$ cat config.mk
export PLATFORM = sky130hd
export DESIGN_NAME = fpba_ctrl
export DESIGN_NICKNAME = d
export VERILOG_FILES = /design/src/fit_policy_bitmap_allocator_assert.svh /design/src/fpba_pkg.sv /design/src/fpba_ctrl.sv
export SDC_FILE = /design/constraint.sdc
export NUM_CORES = 1
export LEC_CHECK = 0
export ABC_AREA = 1
export ABC_CLOCK_PERIOD_IN_PS = 1250
export BUFFER_PORTS_ARGS = -buffer_cell sky130_fd_sc_hd__buf_4
export CORE_MARGIN = 1.5
export CORE_UTILIZATION = 40
export DETAILED_ROUTE_END_ITERATION = 12
export PLACE_DENSITY = 0.75
export SLEW_MARGIN = 0
export SYNTH_ARGS = -nofsm -noshare
export SYNTH_HDL_FRONTEND = slang
export SYNTH_SLANG_ARGS = --single-unit
$ cat constraint.sdc
create_clock -name clk -period 1.25 [get_ports clk]
set_clock_uncertainty 0.1 [all_clocks]
set_input_delay 0.125 -clock clk [delete_from_list [all_inputs] [get_ports clk]]
set_output_delay 0.125 -clock clk [all_outputs]
set_load 0.05 [all_outputs]
$ cat src/fit_policy_bitmap_allocator_assert.svh
`ifndef FIT_POLICY_BITMAP_ALLOCATOR_ASSERT_SVH
`define FIT_POLICY_BITMAP_ALLOCATOR_ASSERT_SVH

// checked only out of reset
`define FPBA_ASSERT(lbl, prop, msg) \
  lbl: assert property (@(posedge clk) disable iff (rst) prop) else $error(msg);

// checked on every edge
`define FPBA_ASSERT_ALWAYS(lbl, prop, msg) \
  lbl: assert property (@(posedge clk) prop) else $error(msg);

`endif

$ cat src/fpba_pkg.sv
package fpba_pkg;

  localparam int UNITS = 65536;
  localparam int UW = $clog2(UNITS);
  localparam int WB = 32;
  localparam int WORDS = UNITS / WB;
  localparam int WAW = $clog2(WORDS);
  localparam int FAIL_MAX = 65535;

  typedef enum logic [1:0] {
    CMD_ALLOC   = 2'd0,
    CMD_COMPACT = 2'd1,
    CMD_LOAD    = 2'd2,
    CMD_NONE    = 2'd3
  } cmd_t;

  typedef enum logic [1:0] {
    ST_ALLOC   = 2'd0,
    ST_FAIL    = 2'd1,
    ST_COMPACT = 2'd2,
    ST_LOADED  = 2'd3
  } status_t;

  typedef enum logic [1:0] {
    POL_FIRST = 2'd0,
    POL_NEXT  = 2'd1,
    POL_BEST  = 2'd2,
    POL_WORST = 2'd3
  } policy_t;

  typedef enum logic [3:0] {
    S_CLEAR, S_IDLE, S_LD_RD, S_LD_WR, S_AL_RD, S_AL_SCAN, S_AL_END,
    S_MK_RD, S_MK_WR, S_CP_RD, S_CP_CNT, S_CP_WR, S_RESP
  } state_t;

  typedef struct packed {
    logic clr;
    logic capture;
    logic ld_rd;
    logic ld_wr;
    logic al_init;
    logic al_rd;
    logic al_step;
    logic mk_pick;
    logic mk_rd;
    logic mk_wr;
    logic cp_rd;
    logic cp_cnt;
    logic cp_wr;
    logic res_ld;
    logic res_al;
    logic res_fail;
    logic res_cp;
  } ctrl_t;

  typedef struct packed {
    logic waddr_last;
    logic in_size_zero;
    logic ff_hit;
    logic scan_last;
    logic fetch_next;
    logic have;
    logic mk_last;
  } stat_t;

endpackage

$ cat src/fpba_ctrl.sv
module fpba_ctrl (
  input  logic              clk,
  input  logic              rst,
  input  logic              in_valid,
  input  logic [1:0]        in_command,
  output logic              in_ready,
  output logic              out_valid,
  input  logic              out_ready,
  input  fpba_pkg::stat_t   stat,
  output fpba_pkg::ctrl_t   ctrl
);

  fpba_pkg::state_t state, state_next;

  always_ff @(posedge clk) begin
    if (rst) begin
      state <= fpba_pkg::S_CLEAR;
    end else begin
      state <= state_next;
    end
  end

  always_comb begin
    state_next = state;
    ctrl = '0;
    in_ready = 1'b0;
    out_valid = 1'b0;
    unique case (state)
      fpba_pkg::S_CLEAR: begin
        ctrl.clr = 1'b1;
        if (stat.waddr_last) state_next = fpba_pkg::S_IDLE;
      end
      fpba_pkg::S_IDLE: begin
        in_ready = 1'b1;
        if (in_valid) begin
          ctrl.capture = 1'b1;
          unique case (fpba_pkg::cmd_t'(in_command))
            fpba_pkg::CMD_ALLOC: begin
              if (stat.in_size_zero) begin
                ctrl.res_fail = 1'b1;
                state_next = fpba_pkg::S_RESP;
              end else begin
                ctrl.al_init = 1'b1;
                state_next = fpba_pkg::S_AL_RD;
              end
            end
            fpba_pkg::CMD_COMPACT: state_next = fpba_pkg::S_CP_RD;
            fpba_pkg::CMD_LOAD: state_next = fpba_pkg::S_LD_RD;
            fpba_pkg::CMD_NONE: begin
              ctrl.res_ld = 1'b1;
              state_next = fpba_pkg::S_RESP;
            end
          endcase
        end
      end
      fpba_pkg::S_LD_RD: begin
        ctrl.ld_rd = 1'b1;
        state_next = fpba_pkg::S_LD_WR;
      end
      fpba_pkg::S_LD_WR: begin
        ctrl.ld_wr = 1'b1;
        ctrl.res_ld = 1'b1;
        state_next = fpba_pkg::S_RESP;
      end
      fpba_pkg::S_AL_RD: begin
        ctrl.al_rd = 1'b1;
        state_next = fpba_pkg::S_AL_SCAN;
      end
      fpba_pkg::S_AL_SCAN: begin
        ctrl.al_step = 1'b1;
        priority if (stat.ff_hit) state_next = fpba_pkg::S_MK_RD;
        else if (stat.scan_last) state_next = fpba_pkg::S_AL_END;
        else if (stat.fetch_next) state_next = fpba_pkg::S_AL_RD;
        else state_next = fpba_pkg::S_AL_SCAN;
      end
      fpba_pkg::S_AL_END: begin
        if (stat.have) begin
          ctrl.mk_pick = 1'b1;
          state_next = fpba_pkg::S_MK_RD;
        end else begin
          ctrl.res_fail = 1'b1;
          state_next = fpba_pkg::S_RESP;
        end
      end
      fpba_pkg::S_MK_RD: begin
        ctrl.mk_rd = 1'b1;
        state_next = fpba_pkg::S_MK_WR;
      end
      fpba_pkg::S_MK_WR: begin
        ctrl.mk_wr = 1'b1;
        if (stat.mk_last) begin
          ctrl.res_al = 1'b1;
          state_next = fpba_pkg::S_RESP;
        end else begin
          state_next = fpba_pkg::S_MK_RD;
        end
      end
      fpba_pkg::S_CP_RD: begin
        ctrl.cp_rd = 1'b1;
        state_next = fpba_pkg::S_CP_CNT;
      end
      fpba_pkg::S_CP_CNT: begin
        ctrl.cp_cnt = 1'b1;
        state_next = stat.waddr_last ? fpba_pkg::S_CP_WR : fpba_pkg::S_CP_RD;
      end
      fpba_pkg::S_CP_WR: begin
        ctrl.cp_wr = 1'b1;
        if (stat.waddr_last) begin
          ctrl.res_cp = 1'b1;
          state_next = fpba_pkg::S_RESP;
        end
      end
      fpba_pkg::S_RESP: begin
        out_valid = 1'b1;
        if (out_ready) state_next = fpba_pkg::S_IDLE;
      end
      default: state_next = fpba_pkg::S_IDLE;
    endcase
  end

endmodule

==> results by group, run 1 <==
Floorplanning
  – Initial Util: 42.3%
  – Rows: 14
  – IO Count: 32
  – Die Width: 42.4 um
  – Die Ht: 42.4 um

Placed design
  – I/O Buffers: 31
  – GP Congestion: 0.926
  – DP Area: 0.00119 mm^2
  – Placed cell count: 189
  – Hpwl dp: 1.93 mm

Logic synthesis
  – Post-synthesis mux area share: 0%
  – Post-Syn Area: 622 um^2
  – Simple logic cell fraction of the synthesized area: 51.3%
  – Post-synth top area share: 21.7%
  – Syn Nets: 138
  – Sequential share of the synthesized area: 12.9%
  – Area leader, netlist: nand2_1
  – Adder-cell share of the synthesized area: 12.1%
  – YS warnings: 0
  – Synth Area in Compound Gates: 9.86%
  – Synthesized instance count: 119
  – Syn avg cell area: 5.23 um^2
  – Xor/xnor share of the synthesized area: 0%
  – Ranking of synthesized cells by area: nand2_1, dfxtp_1, inv_1
  – Largest family of logic cells by synthesized area: simple AND/OR/NAND/NOR gates
  – Yosys reg bits: 4
  – Synth cell types: 16

CTS
  – Sink Count: 4
  – CTS Buf Count: 3
  – Clock buffer depth: 2
  – CTS H-tree depth: 1
  – Clk root buf: clkbuf_4

STA
  – Post-GRT worst EP: ctrl[12]
  – Worst EP Category: primary output

GRT
  – Largest net degree at the start of global routing: 7

Status
  – Outcome: aborted with a tool error
  – Err: [ERROR DPL-0038] Utilization greater than 100%, impossible to legalize
  – Stop stage: 5_1_grt
==> synth_stat cells (all sizes together) <==
master / n
nor3: 2
dfxtp: 4
nor2: 25
o21bai: 1
a31o: 1
nand4: 2
o21ai: 4
a21oi: 5
nand2: 38
inv: 23
ha: 6
nand3: 8
==> kinds of logic after synthesis <==
kind of cell	count (synthesis)
fa+ha+maj	6
simple gates	75
flops	4
compound gates	11
buf+inv	23
==> per-stage QoR <==
stage	util (%)	setup WS, ns
CTS	96.2	-0.324
floorplan	-	-0.328
global placement	80.7	-0.146
detailed placement	80.7	-0.210
==> what timing repair did <==
action,in CTS
hold endpoints to repair,3
gates resized for setup,41
hold buffers,1
endpoints found under the setup margin,23
setup buffers,7
cloned,0
pin swaps,9
==> inputs of run 2 (changes only) <==
--- a/config.mk
+++ b/config.mk
@@ -6,12 +6,12 @@
 export NUM_CORES = 1
 export LEC_CHECK = 0
 export ABC_AREA = 1
-export ABC_CLOCK_PERIOD_IN_PS = 1250
+export ABC_CLOCK_PERIOD_IN_PS = 1600
 export BUFFER_PORTS_ARGS = -buffer_cell sky130_fd_sc_hd__buf_4
-export CORE_MARGIN = 1.5
-export CORE_UTILIZATION = 40
+export CORE_AREA = 2 2 63 65
 export DETAILED_ROUTE_END_ITERATION = 12
-export PLACE_DENSITY = 0.75
+export DIE_AREA = 0 0 65 67
+export PLACE_DENSITY_LB_ADDON = 0.15
 export SLEW_MARGIN = 0
 export SYNTH_ARGS = -nofsm -noshare
 export SYNTH_HDL_FRONTEND = slang
==> constraint.sdc (replaced) <==
create_clock -name clk -period 1.6 [get_ports clk]
set_clock_uncertainty 0.1 [all_clocks]
set_input_delay 0.16 -clock clk [delete_from_list [all_inputs] [get_ports clk]]
set_output_delay 0.16 -clock clk [all_outputs]
set_load 0.05 [all_outputs]
==> run 2 against run 1 <==
Net effect: the flow now finishes, with violations (setup timing); synthesized cell count unchanged; synthesized area unchanged.
==> results by group, run 2 <==
Final layout
  – Most flops, register: state
  – Max reg flops: 4
  – Number of inserted diodes: 0
  – Most frequent cells in the layout: buf_4, nand2_1, inv_1
  – Nets: 182
  – Most common cell after layout, fill and taps aside: buf_4
  – Utilization after layout: 32.1%
  – Top flop regs: state (4)
  – Share of post-route cells with drive strength above 1: 45.3%
  – Area Overhead vs Synth: 86.3%
  – Final instance area: 0.00116 mm^2

STA
  – Max Slew Vio Count: 0
  – Relative slew slack: 80.8%
  – Setup ws final: -0.00594 ns
  – Worst Tran Pin Value: 0.287 ns
  – RSZ-0062 raised after global routing: true
  – Hold Vio Cnt, Final: 0
  – Tcrit/Tclk final: 100%
  – Final number of setup-violating endpoints: 1
  – Fmax: 0.623 GHz
  – Fin crit period: 1.61 ns

CTS
  – Sink Count: 4 (unchanged)
  – CTS Buf Count: 3 (unchanged)
  – Later-pin clock latency in the skew report: 0.22 ns
  – Clk root buf: clkbuf_8 (was clkbuf_4)
  – TritonCTS clock tree: built
  – CTS H-tree depth: 1 (unchanged)
  – Worst-path clk slew: 0.03 ns
  – Clock buffer depth: 2 (unchanged)

Setup path
  – Reg-to-reg startpoint: state[2]
  – Worst setup path startpoint: state[0]
  – Max FO, Critical Path: 6
  – Worst Setup EP: ctrl[12]
  – Worst reg2reg setup slack: 0.18 ns
  – Critical path type: reg -> out
  – Worst Path Arrival: 1.35 ns
  – Worst path required time: 1.34 ns
  – Path depth of the worst reg2reg path: 8
  – Critical path launch point type: flop
  – Reg2reg end: state[2]
  – Worst Setup End Kind: output port

Routing
  – Pre-Repair DR Iteration Count: 4
  – Detailed Route Iter0 Violations: 40
  – WL per Instance: 10.4 um
  – Vias per cell: 4.08
  – Vias: 852
  – DRC viols: 0
  – DRT antenna net count: 0
  – Post-Route WL: 2.18 mm

Status
  – Outcome: complete, but fails checks (was aborted with a tool error)
  – Failing checks: setup timing

GRT
  – Largest net degree at the start of global routing: 8
  – Global route total overflow: 0
  – Gr usage total: 10.8%
  – First-pass GRT wire length: 3.68 mm
  – Number of global-route vias before repair: 838
  – Initial antenna violation count: 0

Floorplanning
  – CORE AREA: 0.00361 mm^2
  – Rows: 22 (was 14)
  – Die Ht: 67 um (was 42.4 um)
  – Die Width: 65 um (was 42.4 um)
  – IO Count: 32 (unchanged)
  – Initial Util: 17.2% (was 42.3%)
  – Die ar.: 0.00436 mm^2

Logic synthesis
  – YS warnings: 0 (unchanged)
  – Synthesized instance count: 119 (unchanged)
  – Post-synthesis async set-or-reset flop share: 0% (unchanged)
  – Yosys reg bits: 4 (unchanged)
  – Syn Nets: 138 (unchanged)
  – Cell with the most instances after synthesis: nand2_1 (unchanged)
  – Ranking of synthesized cells by area: nand2_1, dfxtp_1, inv_1 (unchanged)
  – Post-synth top area share: 21.7% (unchanged)
  – Synth cell types: 16 (unchanged)
  – Post-synth top cells: nand2_1, inv_1, nor2_1 (unchanged)
  – Area leader, netlist: nand2_1 (unchanged)
  – Post-Syn Area: 622 um^2 (unchanged)
  – Sequential share of the synthesized area: 12.9% (unchanged)
  – Syn avg cell area: 5.23 um^2 (unchanged)
  – Post-synth EDFFs: 0 (unchanged)
  – Ys flop type: dfxtp_1 (unchanged)

Placed design
  – DP Area: 0.00103 mm^2 (was 0.00119 mm^2)
  – I/O Buffers: 31 (unchanged)
  – GP Congestion: 0.844 (was 0.926)
  – Hpwl dp: 1.88 mm (was 1.93 mm)

Power
  – Peak supply drop: 0.000413 V
  – Static Leak: 0.655 nW
  – Total power: 1.75 mW
  – Pwr per Cell Area: 1510 mW/mm^2

Hold path
  – Class of the worst hold path: in -> reg

Flow run
  – # Max-Cap Violations: 0
-- run 2: cell counts after synthesis --
Identical to the previous run, type by type.
-- run 2: where the power goes --
group          total (mW)  switching [mW]  internal, mW
clock               0.212          0.0514         0.160
sequential          0.224          0.0721         0.152
combinational        1.31           0.848         0.463
-- run 2: layout make-up --
cell class / count / area (um^2)
well taps: 48 / 60.1
repair buffers: 39 / 315
fillers: 398 / 2450
multi-input cells: 92 / 561
clock buffers: 3 / 41.3
inverters: 23 / 88.8
flip-flops and latches: 4 / 92.6
-- run 2: logic make-up (layout without fill, tap and decap cells) --
| kind of cell | after synthesis | after routing | synth area share [%] |
|---|---|---|---|
| buf+inv | 23 | 65 | 13.9 |
| simple gates | 75 | 75 | 51.3 |
| compound gates | 11 | 11 | 9.86 |
| fa+ha+maj | 6 | 6 | 12.1 |
| flops | 4 | 4 | 12.9 |
-- run 2: worst max-delay path, cell delays in order, from the launching register on --
cell     delay (ns)
dfxtp_4        0.38
inv_4          0.04
nor2_4         0.11
nand2_2        0.08
nor2_4         0.17
nand2_2        0.07
nor2_2         0.11
buf_6          0.16
-- run 2: repair_timing --
action                                  4_1_cts  5_1_grt
buffers inserted                              0        2
gates resized for setup                       9       15
endpoints found under the setup margin        9       12
hold buffers                                  0        0
pin swaps                                     1        6
-- run 2: worst min-delay path by stage --
stage                     from  endpoint  slack, ns  cells past startpoint
after floorplan            rst  state[1]       0.13                      1
final                      rst  state[2]       0.03                      2
after global placement     rst  state[1]       0.26                      2
after CTS                  rst  state[2]       0.02                      2
after detailed placement   rst  state[3]       0.26                      2
after global routing       rst  state[3]       0.03                      2
-- run 2: layer usage --
| layer | part of all wire, % | track usage, % |
|---|---|---|
| met1 | 45 | 13.8 |
| met2 | 49 | 17.0 |
| met3 | 3.2 | 1.52 |
| met4 | 2.4 | 7.18 |
| met5 | 0 | 0 |
-- run 2: metrics by stage --
step / hold slack, ns / setup WS (ns) / TNS (ns) / instances
after global routing: 0.0330 / -0.0815 / -0.135 / 209
after CTS: 0.0196 / -0.00248 / -0.00248 / 207
after global placement: 0.257 / 0.0397 / 0 / 204
after floorplan: 0.129 / -0.235 / -0.235 / 119
after detailed placement: 0.257 / 0.0536 / 0 / 204
final: 0.0288 / -0.00594 / -0.00594 / 209
(Power assumes the default switching activity.)
==> inputs of run 3 (changes only) <==
==> constraint.sdc (replaced) <==
create_clock -name clk -period 1.6 [get_ports clk]
set_clock_uncertainty 0.1 [all_clocks]
set_input_delay 0.24 -clock clk [delete_from_list [all_inputs] [get_ports clk]]
set_output_delay 0.24 -clock clk [all_outputs]
set_load 0.05 [all_outputs]
==> run 3 against run 2 <==
Net effect: the run still ends with setup timing left; global-route usage grew 0.18 points; register-to-register slack worse by 0.04 ns; die area stayed put; non-clock buffer count up 3; core utilization up 3.6 points; critical path depth is 1 lower; first-iteration DRC count is 55% lower; clock power is essentially flat; via count up 0.35%; setup slack got worse by 0.021 ns; hold slack improved by 0.071 ns; power rose by 9.0%; critical path type unchanged; critical endpoint unchanged; highest routed layer is now met3.
==> results by group, run 3 (same netlist as run 2, synthesis figures left out) <==
Power
  – Switching share of power: 54.4% (was 55.6%)
  – Static Leak: 0.685 nW (was 0.655 nW)
  – Clock network power share: 11.0% (was 12.1%)
  – Register share of total power: 12.6% (was 12.8%)
  – Int Pwr: 0.867 mW (was 0.775 mW)
  – Net Sw Power: 1.04 mW (was 0.971 mW)
  – Comb power frac: 76.4% (was 75.1%)
  – Peak supply drop: 0.000371 V (was 0.000413 V)
  – Pwr per Cell Area: 1480 mW/mm^2 (was 1510 mW/mm^2)

Final layout
  – Number of inserted diodes: 0 (unchanged)
  – Most common cell after layout, fill and taps aside: nand2_1 (was buf_4)
  – Most frequent cells in the layout: nand2_1, buf_4, inv_1 (was buf_4, nand2_1, inv_1)
  – Top flop regs: state (4) (unchanged)
  – Most flops, register: state (unchanged)
  – Share of post-route cells with drive strength above 1: 50.6% (was 45.3%)
  – Nets: 185 (was 182)
  – Area Overhead vs Synth: 107% (was 86.3%)
  – Max reg flops: 4 (unchanged)
  – Utilization after layout: 35.7% (was 32.1%)

Flow run
  – # Max-Cap Violations: 0 (unchanged)

Routing
  – DRT antenna net count: 0 (unchanged)
  – Post-Route WL: 2.26 mm (was 2.18 mm)
  – Vias per cell: 4.03 (was 4.08)
  – Detailed Route Iter0 Violations: 18 (was 40)
  – WL per Instance: 10.7 um (was 10.4 um)
  – Vias: 855 (was 852)
  – Pre-Repair DR Iteration Count: 4 (unchanged)
  – DRC viols: 0 (unchanged)

GRT
  – First-pass GRT wire length: 3.66 mm (was 3.68 mm)
  – Largest net degree at the start of global routing: 8 (unchanged)
  – Global route total overflow: 0 (unchanged)
  – Gr usage total: 11.0% (was 10.8%)
  – Number of global-route vias before repair: 854 (was 838)
  – Initial antenna violation count: 0 (unchanged)

CTS
  – CTS Buf Count: 3 (unchanged)
  – TritonCTS clock tree: built (unchanged)
  – Worst-path clk slew: 0.03 ns (about the same)
  – Later-pin clock latency in the skew report: 0.22 ns (about the same)
  – Hold-fix buffers, CTS: 0 (unchanged)
  – CTS H-tree depth: 1 (unchanged)
  – Clock buffer depth: 2 (unchanged)
  – Clk root buf: clkbuf_8 (unchanged)
  – Sink Count: 4 (unchanged)

Hold path
  – End of the worst hold path: state[3] (was state[2])
  – Hold Path Depth: 2 (unchanged)
  – Class of the worst hold path: in -> reg (unchanged)
  – Hold_sp: rst (unchanged)

Floorplanning
  – IO Count: 32 (unchanged)
  – Initial Util: 17.2% (unchanged)
  – Die Ht: 67 um (unchanged)
  – Rows: 22 (unchanged)
  – Die ar.: 0.00436 mm^2 (unchanged)
  – CORE AREA: 0.00361 mm^2 (unchanged)
  – Die Width: 65 um (unchanged)

STA
  – Relative slew slack: 81.5% (was 80.8%)
  – Fin crit period: 1.63 ns (was 1.61 ns)
  – Tcrit/Tclk final: 102% (was 100%)
  – Worst Tran Pin Value: 0.277 ns (was 0.287 ns)
  – Final number of setup-violating endpoints: 3 (was 1)
  – Hold Vio Cnt, Final: 0 (unchanged)
  – Max Slew Vio Count: 0 (unchanged)
  – Setup ws final: -0.0269 ns (was -0.00594 ns)
  – RSZ-0062 raised after global routing: true (unchanged)
  – Setup_tns: -0.0481 ns (was -0.00594 ns)
  – Fmax: 0.615 GHz (was 0.623 GHz)

Setup path
  – Reg-to-reg startpoint: state[0] (was state[2])
  – CP dominant cell by count: nor2_4
  – Worst Path Arrival: 1.29 ns (was 1.35 ns)
  – Critical path type: reg -> out (unchanged)
  – Worst Setup End Kind: output port (unchanged)
  – CP max stage cell: dfxtp_4 (unchanged)
  – Path depth of the worst reg2reg path: 9 (was 8)
  – CP max stage delay: 0.37 ns (was 0.38 ns)
  – Cell Chain, Critical Path: nor2_4 -> nand2_2 -> nor2_4 -> nand2_2 -> nor2_4 -> buf_8 (was inv_4 -> nor2_4 -> nand2_2 -> nor2_4 -> nand2_2 -> nor2_2 -> buf_6)
  – Worst path required time: 1.26 ns (was 1.34 ns)
  – Reg2reg end: state[0] (was state[2])
  – Worst reg2reg setup slack: 0.14 ns (was 0.18 ns)
  – Max FO, Critical Path: 7 (was 6)
  – Critical path launch point type: flop (unchanged)

Status
  – Failing checks: setup timing (unchanged)
  – Outcome: complete, but fails checks (unchanged)

Placed design
  – GP Congestion: 0.769 (was 0.844)
  – Hpwl dp: 1.87 mm (was 1.88 mm)
  – I/O Buffers: 31 (unchanged)
==> run 3: cell count changes in the layout (fill, tap and decap cells not counted), moves of 3 or more <==
| cell | before | now |
|---|---|---|
| buf_6 | 4 | 15 |
| buf_8 | 1 | 5 |
| buf_4 | 34 | 22 |
| inv_2 | 2 | 5 |
| inv_1 | 20 | 16 |
==> run 3: power groups by stage <==
stage	sequential, mW	clock (mW)	combinational, mW
2_1_floorplan	0.181	0	0.783
3_3_place_gp	0.196	0	1.14
3_5_place_dp	0.196	0	1.14
4_1_cts	0.221	0.219	1.32
5_1_grt	0.245	0.225	1.57
6_report	0.239	0.210	1.45
==> run 3: repair_timing <==
action / 4_1_cts / 5_1_grt
setup buffers: 4 / 1
pin swaps: 5 / 9
endpoints found under the setup margin: 12 / 19
resized for setup: 32 / 33
==> run 3: critical path, delay by kind of cell (launching register included) <==
kind / cells / cell delay, ns
flip-flops: 1 / 0.37
buffers and inverters: 1 / 0.15
AND/OR/NAND/NOR: 5 / 0.54
==> run 3: layout make-up <==
cell class | count | area (um^2)
well taps | 48 | 60.1
fillers | 404 | 2320
flip-flops and latches | 4 | 95.1
clock buffers | 3 | 41.3
repair buffers | 42 | 409
inverters | 23 | 91.3
multi-input cells | 92 | 592
==> run 3: metal layers <==
| metal | track usage (%) | wire [um] | up-vias |
|---|---|---|---|
| li1 | - | - | 460 |
| met1 | 12.1 | 942 | 379 |
| met2 | 20.5 | 1230 | 16 |
| met3 | 2.03 | 85 | 0 |
| met4 | 4.79 | 0 | 0 |
| met5 | 0 | 0 | - |
==> run 3: worst max path at each step <==
stage,slack (ns),cells after the start,endpoint,startpoint
2_1_floorplan,-0.35,2,ctrl[0],state[1]
3_3_place_gp,0.06,6,ctrl[1],state[2]
3_5_place_dp,0.08,6,ctrl[12],state[3]
4_1_cts,-0.08,7,ctrl[12],state[0]
5_1_grt,-0.07,6,ctrl[12],state[3]
6_report,-0.03,6,ctrl[12],state[3]
==> run 3: stage by stage <==
stage	cells	total power [mW]	hold WS [ns]	instance area (um^2)	setup WS (ns)
2_1_floorplan	119	0.965	0.209	653	-0.345
3_3_place_gp	204	1.34	0.337	991	0.0597
3_5_place_dp	204	1.33	0.334	991	0.0788
4_1_cts	211	1.76	0.0981	1170	-0.0751
5_1_grt	212	2.04	0.105	1290	-0.0724
6_report	212	1.90	0.0998	1290	-0.0269
==> inputs of run 4 (changes only) <==
--- a/config.mk
+++ b/config.mk
@@ -9,6 +9,7 @@
 export ABC_CLOCK_PERIOD_IN_PS = 1600
 export BUFFER_PORTS_ARGS = -buffer_cell sky130_fd_sc_hd__buf_4
 export CORE_AREA = 2 2 63 65
+export CTS_BUF_LIST = sky130_fd_sc_hd__clkbuf_16
 export DETAILED_ROUTE_END_ITERATION = 12
 export DIE_AREA = 0 0 65 67
 export PLACE_DENSITY_LB_ADDON = 0.15
==> run 4 against run 3 <==
Net effect: power rose by 8.1%; sequential power barely moved; first-iteration DRC count fell by 11%; register-to-register slack barely moved; routed wire length barely moved; count of clock-buffer cells in the layout did not move; the run still ends with setup timing left; setup slack got worse by 0.0024 ns; largest cell class unchanged; core utilization rose by 0.80 points.
==> results by group, run 4 (same netlist as run 2, synthesis figures left out) <==
Status
  – Outcome: complete, but fails checks (unchanged)
  – Failing checks: setup timing (unchanged)

CTS
  – Sink Count: 4 (unchanged)
  – CTS Buf Count: 3 (unchanged)
  – TritonCTS clock tree: built (unchanged)
  – CTS H-tree depth: 1 (unchanged)
  – Clk root buf: clkbuf_16 (was clkbuf_8)
  – Clock buffer depth: 2 (unchanged)
  – Worst-path clk slew: 0.03 ns (about the same)
  – Later-pin clock latency in the skew report: 0.22 ns (about the same)

Placed design
  – DP Area: 991 um^2 (unchanged)
  – Hpwl dp: 1.87 mm (unchanged)
  – Pre-CTS setup slack: 0.0788 ns (unchanged)
  – I/O Buffers: 31 (unchanged)
  – GP Congestion: 0.769 (unchanged)

Final layout
  – Nets: 186 (was 185)
  – Number of inserted diodes: 0 (unchanged)
  – Max reg flops: 4 (unchanged)
  – Final instance area: 0.00132 mm^2 (was 0.00129 mm^2)
  – Most flops, register: state (unchanged)
  – Share of post-route cells with drive strength above 1: 50.9% (was 50.6%)
  – Most frequent cells in the layout: nand2_1, buf_4, inv_1 (unchanged)
  – Area Overhead vs Synth: 112% (was 107%)
  – Most common cell after layout, fill and taps aside: nand2_1 (unchanged)
  – Top flop regs: state (4) (unchanged)

Routing
  – WL per Instance: 10.6 um (was 10.7 um)
  – Vias per cell: 3.99 (was 4.03)
  – Post-Route WL: 2.26 mm (about the same)
  – DRC viols: 0 (unchanged)
  – Pre-Repair DR Iteration Count: 4 (unchanged)
  – Vias: 850 (was 855)
  – DRT antenna net count: 0 (unchanged)
  – Detailed Route Iter0 Violations: 16 (was 18)

Setup path
  – Reg2reg end: state[1] (was state[0])
  – Cell Chain, Critical Path: nor2_4 -> nand2_2 -> nor2_4 -> nand2_2 -> nor2_4 -> buf_8 (unchanged)
  – Reg-to-reg startpoint: state[2] (was state[0])
  – Worst path required time: 1.26 ns (about the same)
  – Largest delay contributor family on the critical path: simple AND/OR/NAND/NOR gates (unchanged)
  – Path depth of the worst reg2reg path: 10 (was 9)
  – CP max stage delay: 0.37 ns (about the same)
  – Worst Setup End Kind: output port (unchanged)
  – Worst reg2reg setup slack: 0.15 ns (was 0.14 ns)
  – Critical path type: reg -> out (unchanged)
  – CP max stage cell: dfxtp_4 (unchanged)
  – Worst Path Arrival: 1.29 ns (about the same)
  – Critical path launch point type: flop (unchanged)
  – Buffer and inverter count on the worst path: 1 (unchanged)
  – Max FO, Critical Path: 7 (unchanged)
  – CP dominant cell by count: nor2_4 (unchanged)

Hold path
  – End of the worst hold path: state[3] (unchanged)
  – Hold Path Depth: 2 (unchanged)
  – Hold_sp: rst (unchanged)
  – Class of the worst hold path: in -> reg (unchanged)

STA
  – Final number of setup-violating endpoints: 3 (unchanged)
  – Tcrit/Tclk final: 102% (about the same)
  – Fin crit period: 1.63 ns (about the same)
  – Relative slew slack: 81.0% (was 81.5%)
  – Hold Vio Cnt, Final: 0 (unchanged)
  – Worst Tran Pin Value: 0.283 ns (was 0.277 ns)
  – RSZ-0062 raised after global routing: true (unchanged)
  – Hold WS: 0.0955 ns (was 0.0998 ns)
  – Fmax: 0.614 GHz (was 0.615 GHz)
  – Max Slew Vio Count: 0 (unchanged)
  – Setup ws final: -0.0292 ns (was -0.0269 ns)

Flow run
  – # Max-Cap Violations: 0 (unchanged)

Power
  – Static Leak: 0.702 nW (was 0.685 nW)
  – Pwr per Cell Area: 1560 mW/mm^2 (was 1480 mW/mm^2)
  – Total power: 2.06 mW (was 1.90 mW)
  – Peak supply drop: 0.000409 V (was 0.000371 V)

GRT
  – Met2 Track Usage GR: 20.9% (was 20.5%)
  – Global route total overflow: 0 (unchanged)
  – GRT busiest layer: met2 (unchanged)
  – Initial antenna violation count: 0 (unchanged)
  – Largest net degree at the start of global routing: 8 (unchanged)
  – First-pass GRT wire length: 3.71 mm (was 3.66 mm)
  – Met1 usage: 12.4% (was 12.1%)
  – Number of global-route vias before repair: 861 (was 854)
  – Gr usage total: 11.1% (was 11.0%)
  – Met3 usage: 2.03% (unchanged)

Floorplanning
  – CORE AREA: 0.00361 mm^2 (unchanged)
  – Die Width: 65 um (unchanged)
  – IO Count: 32 (unchanged)
  – Initial Util: 17.2% (unchanged)
  – Die Ht: 67 um (unchanged)
  – Rows: 22 (unchanged)
  – Die ar.: 0.00436 mm^2 (unchanged)
[run 4: what timing repair did]
action	in CTS	in global routing
cloned	0	0
gates resized for setup	34	28
pin swaps	5	7
hold buffers	0	0
setup endpoints to repair	12	20
setup buffers	4	2
[run 4: area by class of cell]
class                           count  area, um^2
Fill cell                         400        2290
Clock buffer                        3        75.1
Sequential cell                     4        95.1
Timing Repair Buffer               43         409
Inverter                           23        91.3
Tap cell                           48        60.1
Multi-Input combinational cell     92         587
[run 4: layer usage]
layer	wire length, um	vias up
met2	1190	16
met5	0	-
met1	981	371
met4	10	0
li1	-	461
met3	73	2
[run 4: stage by stage]
step	utilization, %	std cells	setup TNS, ns
detailed placement	27.5	204	0
floorplan	-	119	-2.24
finish	36.5	213	-0.0542
global route	36.5	213	-0.339
CTS	33.4	211	-0.173
global placement	27.5	204	0
[run 4: how the worst max path moves through the flow]
stage                   from  endpoint  slack (ns)  cells after the start
floorplan           state[1]   ctrl[0]       -0.35                      2
global placement    state[2]   ctrl[1]        0.06                      6
detailed placement  state[3]  ctrl[12]        0.08                      6
CTS                 state[0]  ctrl[12]       -0.08                      7
global route        state[3]  ctrl[12]       -0.07                      6
finish              state[3]  ctrl[12]       -0.03                      6
[run 4: power by group]
part / switching [mW] / internal [mW] / leakage [nW]
sequential: 0.0843 / 0.155 / 0.0356
clock: 0.0658 / 0.319 / 0.0370
combinational: 0.894 / 0.539 / 0.630
total: 1.04 / 1.01 / 0.702
